<file path="config.mk">
export PLATFORM = sky130hd
export DESIGN_NAME = key_click_hold_detector
export DESIGN_NICKNAME = d
export VERILOG_FILES = /design/src/hdl/kchd_pkg.sv /design/src/hdl/key_click_hold_detector.sv /design/src/hdl/kchd_cfg.sv /design/src/hdl/kchd_key.sv
export SDC_FILE = /design/constraint.sdc
export NUM_CORES = 2
export LEC_CHECK = 0
export BUFFER_PORTS_ARGS = -buffer_cell sky130_fd_sc_hd__buf_4
export CAP_MARGIN = 20
export CORE_ASPECT_RATIO = 0.9
export CORE_MARGIN = 3
export CORE_UTILIZATION = 65
export CTS_BUF_LIST = sky130_fd_sc_hd__clkbuf_16
export CTS_CLUSTER_SIZE = 25
export DETAILED_ROUTE_END_ITERATION = 10
export GPL_TIMING_DRIVEN = 1
export PLACE_DENSITY = 0.92
export SYNTH_ARGS = -nofsm -noshare
export SYNTH_HDL_FRONTEND = slang
export SYNTH_SLANG_ARGS = --single-unit
</file>
<file path="constraint.sdc">
create_clock -name clk -period 11 [get_ports clk]
set_input_delay 1.65 -clock clk [delete_from_list [all_inputs] [get_ports clk]]
set_output_delay 1.65 -clock clk [all_outputs]
set_load 0.05 [all_outputs]
</file>
<file path="src/hdl/kchd_pkg.sv">
package kchd_pkg;

    localparam int KEY_SLOTS = 8;
    localparam int NUM_KEYS  = 8;
    localparam int TIMER_W   = 16;
    localparam int TICK_W    = 8;
    localparam int CFG_IDX_W = 2;
    localparam int CFG_DATA_W = 16;

    localparam logic [CFG_IDX_W-1:0] REG_TICK_PERIOD  = 2'd0;
    localparam logic [CFG_IDX_W-1:0] REG_HOLD_THRESH  = 2'd1;
    localparam logic [CFG_IDX_W-1:0] REG_INTERVAL     = 2'd2;

    localparam logic [TICK_W-1:0]  TICK_PERIOD_RST = 8'd10;
    localparam logic [TIMER_W-1:0] HOLD_THRESH_RST = 16'd1000;
    localparam logic [TIMER_W-1:0] INTERVAL_RST    = 16'd300;

    localparam logic OP_TICK  = 1'b0;
    localparam logic OP_CLEAR = 1'b1;

    typedef struct packed {
        logic [TICK_W-1:0]  tick_period;
        logic [TIMER_W-1:0] hold_thresh;
        logic [TIMER_W-1:0] interval;
    } cfg_t;

    typedef struct packed {
        logic idle;
        logic up;
        logic dbl;
        logic single;
        logic hold;
        logic pressed;
    } flags_t;

endpackage

</file>
<file path="src/hdl/key_click_hold_detector.sv">
// Click, double-click and long-hold detector for up to eight active-low keys.
// Each request carries the sampled pin levels in s_tdata (bit k = key k, 0 =
// pressed) and an operation in s_tuser: 0 is a tick, 1 clears all sticky
// flags. Every request yields one response with six 8-bit sticky flag masks.
// An accepted request is registered, and all keys update in parallel when
// it moves on from the input register, so the block takes one request per
// clock while m_tready stays high; a response is held by the per-key flag
// registers until taken, while the next request waits in the input register.
// Timers count in milliseconds (tick period set by register 0) and saturate
// at 65535. Write configuration only while no request is in flight.
module key_click_hold_detector
(
    input  logic                                clk,
    input  logic                                rst_n,
    input  logic                                s_tvalid,
    output logic                                s_tready,
    input  logic [kchd_pkg::KEY_SLOTS-1:0]      s_tdata,   // pin_levels
    input  logic                                s_tuser,   // operation
    output logic                                m_tvalid,
    input  logic                                m_tready,
    // pressed_flags, hold_flags, single_click_flags, double_click_flags,
    // up_flags, idle_flags (8 bits each, from bit 0 up)
    output logic [6*kchd_pkg::KEY_SLOTS-1:0]    m_tdata,
    input  logic                                cfg_valid,
    output logic                                cfg_ready,
    input  logic [kchd_pkg::CFG_IDX_W-1:0]      cfg_index,
    input  logic [kchd_pkg::CFG_DATA_W-1:0]     cfg_data
);

    kchd_pkg::cfg_t                   cfg;
    logic                             in_valid_reg, in_valid_next;
    logic                             out_valid_reg, out_valid_next;
    logic                             op_reg;
    logic [kchd_pkg::KEY_SLOTS-1:0]   pins_reg;
    logic                             advance;
    logic                             accept;

    logic [kchd_pkg::KEY_SLOTS-1:0]   pressed;
    logic [kchd_pkg::KEY_SLOTS-1:0]   hold;
    logic [kchd_pkg::KEY_SLOTS-1:0]   single;
    logic [kchd_pkg::KEY_SLOTS-1:0]   dbl;
    logic [kchd_pkg::KEY_SLOTS-1:0]   up;
    logic [kchd_pkg::KEY_SLOTS-1:0]   idle;

    kchd_cfg u_cfg
    (
        .clk       (clk),
        .rst_n     (rst_n),
        .cfg_valid (cfg_valid),
        .cfg_ready (cfg_ready),
        .cfg_index (cfg_index),
        .cfg_data  (cfg_data),
        .cfg       (cfg)
    );

    assign advance        = in_valid_reg && (!out_valid_reg || m_tready);
    assign s_tready       = !in_valid_reg || advance;
    assign accept         = s_tvalid && s_tready;
    assign in_valid_next  = accept || (in_valid_reg && !advance);
    assign out_valid_next = advance || (out_valid_reg && !m_tready);

    always_ff @(posedge clk or negedge rst_n)
    begin
        if (!rst_n)
        begin
            in_valid_reg  <= 1'b0;
            out_valid_reg <= 1'b0;
        end
        else
        begin
            in_valid_reg  <= in_valid_next;
            out_valid_reg <= out_valid_next;
        end
    end

    // hold the request until the key stage takes it
    always_ff @(posedge clk)
    begin
        if (accept)
        begin
            op_reg   <= s_tuser;
            pins_reg <= s_tdata;
        end
    end

    for (genvar k = 0; k < kchd_pkg::KEY_SLOTS; k++)
    begin : g_key
        if (k < kchd_pkg::NUM_KEYS)
        begin : g_used
            kchd_pkg::flags_t key_flags;

            kchd_key u_key
            (
                .clk     (clk),
                .rst_n   (rst_n),
                .step_en (advance),
                .clear   (op_reg == kchd_pkg::OP_CLEAR),
                .pin     (pins_reg[k]),
                .cfg     (cfg),
                .flags   (key_flags)
            );

            assign pressed[k] = key_flags.pressed;
            assign hold[k]    = key_flags.hold;
            assign single[k]  = key_flags.single;
            assign dbl[k]     = key_flags.dbl;
            assign up[k]      = key_flags.up;
            assign idle[k]    = key_flags.idle;
        end
        else
        begin : g_unused
            assign pressed[k] = 1'b0;
            assign hold[k]    = 1'b0;
            assign single[k]  = 1'b0;
            assign dbl[k]     = 1'b0;
            assign up[k]      = 1'b0;
            assign idle[k]    = 1'b0;
        end
    end

    assign m_tvalid = out_valid_reg;
    assign m_tdata  = {idle, up, dbl, single, hold, pressed};

    a_busy_ready: assert property (@(posedge clk) disable iff (!rst_n)
        !s_tready |-> in_valid_reg)
        else $error("input stage refuses a request while empty");

    a_advance_out: assert property (@(posedge clk) disable iff (!rst_n)
        advance |=> out_valid_reg)
        else $error("key update did not produce a response");

    a_flags_hold: assert property (@(posedge clk) disable iff (!rst_n)
        !advance |=> $stable(m_tdata))
        else $error("flags changed without a key update");

    a_double_pressed: assert property (@(posedge clk) disable iff (!rst_n)
        (dbl & ~pressed) == '0)
        else $error("double click flagged without a press");

endmodule

</file>
<file path="src/hdl/kchd_cfg.sv">
module kchd_cfg
(
    input  logic                                clk,
    input  logic                                rst_n,
    input  logic                                cfg_valid,
    output logic                                cfg_ready,
    input  logic [kchd_pkg::CFG_IDX_W-1:0]      cfg_index,
    input  logic [kchd_pkg::CFG_DATA_W-1:0]     cfg_data,
    output kchd_pkg::cfg_t                      cfg
);

    kchd_pkg::cfg_t cfg_reg;

    assign cfg_ready = 1'b1;
    assign cfg       = cfg_reg;

    always_ff @(posedge clk or negedge rst_n)
    begin
        if (!rst_n)
        begin
            cfg_reg.tick_period <= kchd_pkg::TICK_PERIOD_RST;
            cfg_reg.hold_thresh <= kchd_pkg::HOLD_THRESH_RST;
            cfg_reg.interval    <= kchd_pkg::INTERVAL_RST;
        end
        else if (cfg_valid)
        begin
            unique case (cfg_index)
                kchd_pkg::REG_TICK_PERIOD:
                    cfg_reg.tick_period <= cfg_data[kchd_pkg::TICK_W-1:0];
                kchd_pkg::REG_HOLD_THRESH:
                    cfg_reg.hold_thresh <= cfg_data;
                kchd_pkg::REG_INTERVAL:
                    cfg_reg.interval    <= cfg_data;
                default:
                    cfg_reg <= cfg_reg;
            endcase
        end
    end

endmodule

</file>
<file path="src/hdl/kchd_key.sv">
module kchd_key
(
    input  logic              clk,
    input  logic              rst_n,
    input  logic              step_en,
    input  logic              clear,
    input  logic              pin,
    input  kchd_pkg::cfg_t    cfg,
    output kchd_pkg::flags_t  flags
);

    typedef enum logic [1:0]
    {
        CLICK_NONE   = 2'd0,
        CLICK_SINGLE = 2'd1,
        CLICK_DOUBLE = 2'd2
    } click_t;

    logic                          level_reg, level_next;
    logic [kchd_pkg::TIMER_W-1:0]  hold_reg, hold_next;
    logic [kchd_pkg::TIMER_W-1:0]  gap_reg, gap_next;
    logic                          pend_reg, pend_next;
    logic                          pressed_reg, pressed_next;
    logic                          hold_flag_reg, hold_flag_next;
    logic                          dbl_reg, dbl_next;
    logic                          up_reg, up_next;
    logic                          idle_reg, idle_next;
    click_t                        click_reg, click_next;

    logic [kchd_pkg::TIMER_W:0]    hold_sum;
    logic [kchd_pkg::TIMER_W:0]    gap_sum;
    logic [kchd_pkg::TIMER_W-1:0]  hold_sat;
    logic [kchd_pkg::TIMER_W-1:0]  gap_sat;

    assign hold_sum = {1'b0, hold_reg}
                    + {{(kchd_pkg::TIMER_W + 1 - kchd_pkg::TICK_W){1'b0}}, cfg.tick_period};
    assign gap_sum  = {1'b0, gap_reg}
                    + {{(kchd_pkg::TIMER_W + 1 - kchd_pkg::TICK_W){1'b0}}, cfg.tick_period};
    assign hold_sat = hold_sum[kchd_pkg::TIMER_W] ? '1 : hold_sum[kchd_pkg::TIMER_W-1:0];
    assign gap_sat  = gap_sum[kchd_pkg::TIMER_W]  ? '1 : gap_sum[kchd_pkg::TIMER_W-1:0];

    always_comb
    begin
        level_next     = level_reg;
        hold_next      = hold_reg;
        gap_next       = gap_reg;
        pend_next      = pend_reg;
        pressed_next   = pressed_reg;
        hold_flag_next = hold_flag_reg;
        dbl_next       = dbl_reg;
        up_next        = up_reg;
        idle_next      = idle_reg;
        click_next     = click_reg;

        if (clear)
        begin
            pressed_next   = 1'b0;
            hold_flag_next = 1'b0;
            dbl_next       = 1'b0;
            up_next        = 1'b0;
            idle_next      = 1'b0;
            click_next     = CLICK_NONE;
        end
        else
        begin
            level_next = pin;
            priority if (level_reg && !pin)
            begin
                pressed_next = 1'b1;
                hold_next    = '0;
                if (!pend_reg)
                begin
                    click_next = CLICK_SINGLE;
                    pend_next  = 1'b1;
                end
                else if (gap_reg <= cfg.interval)
                begin
                    dbl_next   = 1'b1;
                    click_next = CLICK_DOUBLE;
                    pend_next  = 1'b0;
                end
            end
            else if (!level_reg && pin)
            begin
                up_next = 1'b1;
                if (pend_reg)
                begin
                    gap_next = '0;
                end
            end
            else if (!pin)
            begin
                hold_next = hold_sat;
                if (hold_sat >= cfg.hold_thresh)
                begin
                    hold_flag_next = 1'b1;
                    pend_next      = 1'b0;
                end
            end
            else
            begin
                idle_next = 1'b1;
                if (pend_reg)
                begin
                    if (gap_sat > cfg.interval)
                    begin
                        pend_next = 1'b0;
                        gap_next  = '0;
                    end
                    else
                    begin
                        gap_next = gap_sat;
                    end
                end
            end
        end
    end

    always_ff @(posedge clk or negedge rst_n)
    begin
        if (!rst_n)
        begin
            level_reg     <= 1'b1;
            hold_reg      <= '0;
            gap_reg       <= '0;
            pend_reg      <= 1'b0;
            pressed_reg   <= 1'b0;
            hold_flag_reg <= 1'b0;
            dbl_reg       <= 1'b0;
            up_reg        <= 1'b0;
            idle_reg      <= 1'b0;
            click_reg     <= CLICK_NONE;
        end
        else if (step_en)
        begin
            level_reg     <= level_next;
            hold_reg      <= hold_next;
            gap_reg       <= gap_next;
            pend_reg      <= pend_next;
            pressed_reg   <= pressed_next;
            hold_flag_reg <= hold_flag_next;
            dbl_reg       <= dbl_next;
            up_reg        <= up_next;
            idle_reg      <= idle_next;
            click_reg     <= click_next;
        end
    end

    always_comb
    begin
        flags.pressed = pressed_reg;
        flags.hold    = hold_flag_reg;
        flags.dbl     = dbl_reg;
        flags.up      = up_reg;
        flags.idle    = idle_reg;
        unique case (click_reg)
            CLICK_SINGLE: flags.single = 1'b1;
            default:      flags.single = 1'b0;
        endcase
    end

endmodule

</file>
==> impl_metrics.env <==
export IMPL_period_needed_ns=5.64
export IMPL_grt_max_degree=104
export IMPL_post_synth_top_area_cell="dfrtp_1"
export IMPL_synth_seq_cells=379
export IMPL_synth_top_family_by_area="compound AO/OA/AOI/OAI gates"
export IMPL_grt_use_met1_pct=48.6
export IMPL_area_growth_pct=7.32
export IMPL_syn_num_nets=4329
export IMPL_hold_depth=1
export IMPL_syn_area_um2=33200
export IMPL_synth_xor_xnor_area_share_pct=3.75
export IMPL_final_cell_mix="ha_1 (512), nand2_1 (374), dfrtp_1 (350)"
export IMPL_cts_tree="built"
export IMPL_ys_seq_area_share_pct=28.8
export IMPL_synthAdderAreaFrac_pct=20.3
export IMPL_ys_warn_count=0
export IMPL_worst_pin_slew_ns=1.18
export IMPL_antenna_found_initial=4
export IMPL_root_buffer="clkbuf_16"
export IMPL_start_kind="register"
export IMPL_worst_slew_margin_rel_pct=20.4
export IMPL_finClkSkew_ns=0.0213
export IMPL_place_hpwl_um=67800
export IMPL_layout_commonest_cell="ha_1"
export IMPL_synth_ff_type="dfrtp_1"
export IMPL_grt_busiest_layer="met2"
export IMPL_fmax_ghz=0.177
export IMPL_synth_edf_count=9
export IMPL_yosysUniqueCellTypes=94
export IMPL_worstSetupPathType="register to register"
export IMPL_slew_viol_final=0
export IMPL_rsz0062_at_grt="false"
export IMPL_async_flop_share_pct=97.6
export IMPL_antennaDiodeCount=0
export IMPL_finalSetupViolCount=0
export IMPL_synth_cells=3769
export IMPL_clkTransAtPathRegs_ns=0.06
export IMPL_holdCritPathClass="register to register"
export IMPL_gr_usage_met3_pct=9.33
export IMPL_grt_pass1_wl_um=160000
export IMPL_hold_slack_ns=0.486
export IMPL_p_per_area_nw_per_um2=244
export IMPL_rows=77
export IMPL_worstPathRequired_ns=11.47
export IMPL_timing_hold_violations_final=0
export IMPL_critPathCaptureType="register"
export IMPL_via_count=31400
export IMPL_chipWidth_um=244
export IMPL_cap_violations=0
export IMPL_finalCritPeriodShare_pct=51.2
export IMPL_synth_area_mux_share_pct=2.26
export IMPL_avgSynthCellArea_um2=8.81
export IMPL_ant_nets=0
export IMPL_start_util_pct=66.6
export IMPL_synth_top_cells_by_area="dfrtp_1 (26%), ha_1 (19%), a21oi_1 (5.0%)"
export IMPL_cts_resized=0
export IMPL_cts_htree_levels=2
export IMPL_grt_pass1_vias=30200
export IMPL_place_ws_ns=5.59
export IMPL_drt_iter0_markers=3807
export IMPL_numCtsBuffers=43
export IMPL_dieArea_um2=53800
export IMPL_synth_compound_area_share_pct=24.0
export IMPL_gr_total_overflow=0
export IMPL_ff2ff_path_depth=17
export IMPL_pin_count=83
export IMPL_firstDrtPassIters=8
export IMPL_nNetsFinal=4331
export IMPL_met2_usage_pct=56.1
export IMPL_cts_setup_buffers=0
export IMPL_finalWeightedCongestion=0.963
export IMPL_worst_skew_pair_late_latency_ns=0.60
export IMPL_p_leak_nw=17.5
export IMPL_viasPerCell=7.01
export IMPL_vdd_drop_max_uv=175
export IMPL_grtUsageTotal_pct=37.2
export IMPL_cp_arrival_ns=6.11
export IMPL_cts_buffer_depth=3
export IMPL_synthSimpleGateAreaFrac_pct=17.1
export IMPL_crit_fanout=16
export IMPL_synth_top_area_share_pct=26.4
export IMPL_tns_ns=0
export IMPL_drc=0
export IMPL_holdBufCountCts=0
export IMPL_detail_route_wl_per_cell_um=22.7
export IMPL_drt_wl_total_um=102000
export IMPL_port_buffer_count=81
export IMPL_drive_above_1_share_pct=8.54
export IMPL_core_region_area_um2=49800
export IMPL_clock_sinks=379
export IMPL_setup_ws_ns=5.36
export IMPL_outcome="finished clean"
export IMPL_die_h_um=220
worst max-delay path: stages (launching register included):
cell      delay (ns)
dfrtp_1         0.37
buf_4           0.27
ha_1            0.30
fa_1            0.47
a211oi_1        0.42
o211ai_1        0.16
a31o_2          0.29
nand2_1         0.17
nor3_1          0.15
or3b_1          0.41
ha_1            0.30
nand4_1         0.16
nor4_1          0.39
o21ai_0         0.14
a31oi_1         0.31
or3_1           0.47
inv_1           0.35
a221o_1         0.37
worst paths after layout:
path                                                                     from                                        endpoint  slack [ns]
worst max-delay path                                u_cfg.cfg[32]$_DFFE_PN0P_    g_key[3].g_used.u_key.gap_reg[9]$_DFFE_PN0P_        5.36
worst min-delay path            g_key[6].g_used.u_key.hold_reg[6]$_DFFE_PN0P_   g_key[6].g_used.u_key.hold_reg[6]$_DFFE_PN0P_        0.49
worst max register to register                      u_cfg.cfg[32]$_DFFE_PN0P_    g_key[3].g_used.u_key.gap_reg[9]$_DFFE_PN0P_        5.36
worst min register to register  g_key[6].g_used.u_key.hold_reg[6]$_DFFE_PN0P_   g_key[6].g_used.u_key.hold_reg[6]$_DFFE_PN0P_        0.49
max in group asynchronous                                               rst_n  g_key[1].g_used.u_key.hold_reg[11]$_DFFE_PN0P_        7.67
min in group asynchronous                                               rst_n   g_key[0].g_used.u_key.gap_reg[11]$_DFFE_PN0P_        1.05
cell usage after synthesis (14+ instances only):
master,n
a41o_1,14
nand4_1,71
nand2_1,375
buf_4,43
dfrtp_1,350
nor3_1,72
buf_2,28
nor4_1,23
or3_1,15
xor2_1,57
nor2_1,241
a21o_1,119
a22o_1,97
a31oi_1,76
a31o_2,23
o31ai_1,24
a21oi_1,329
ha_1,512
a211oi_1,41
o21ai_0,199
and3_1,64
inv_1,117
o22ai_1,18
xnor2_1,85
dfstp_2,20
fa_1,16
nand2b_1,67
mux2_2,63
or2_2,17
and2_1,30
o21bai_1,23
o211ai_1,30
nor2b_1,40
nand3_1,106
o21a_1,52
clkbuf_1,87
o22a_1,15
cell type report:
type,instances,area [um2]
Fill cell,3480,14200
Inverter,119,447
Timing Repair Buffer,120,932
Tap cell,671,840
Clock buffer,45,1130
Multi-Input combinational cell,3108,22400
Sequential cell,379,9550
Clock inverter,35,328
routing by layer:
| metal | vias up | share of wire [%] |
|---|---|---|
| met5 | - | 0.013 |
| met4 | 2 | 7.0 |
| met1 | 14700 | 38 |
| met3 | 535 | 13 |
| met2 | 2043 | 42 |
| li1 | 14100 | - |
per-stage QoR:
stage / power, mW / std cells / util (%) / cell area (um2)
2_1_floorplan: 5.70 / 3769 / - / 33200
3_3_place_gp: 6.65 / 4395 / 68.5 / 34100
3_5_place_dp: 6.92 / 4396 / 68.5 / 34100
4_1_cts: 8.53 / 4476 / 71.5 / 35600
5_1_grt: 9.30 / 4477 / 71.5 / 35600
6_report: 8.68 / 4477 / 71.5 / 35600
where the power goes:
part	internal (mW)	total (mW)	switching (mW)
combinational	2.05	5.02	2.97
clock	0.883	1.52	0.638
sequential	1.75	2.14	0.390
cell families after synthesis:
family / after synthesis
AND/OR/NAND/NOR: 1172
XOR/XNOR: 142
adder cells (fa/ha/maj): 528
multiplexers: 67
buffers and inverters: 282
other: 1
flip-flops: 379
AO/OA/AOI/OAI: 1198
(Power assumes the default switching activity.)
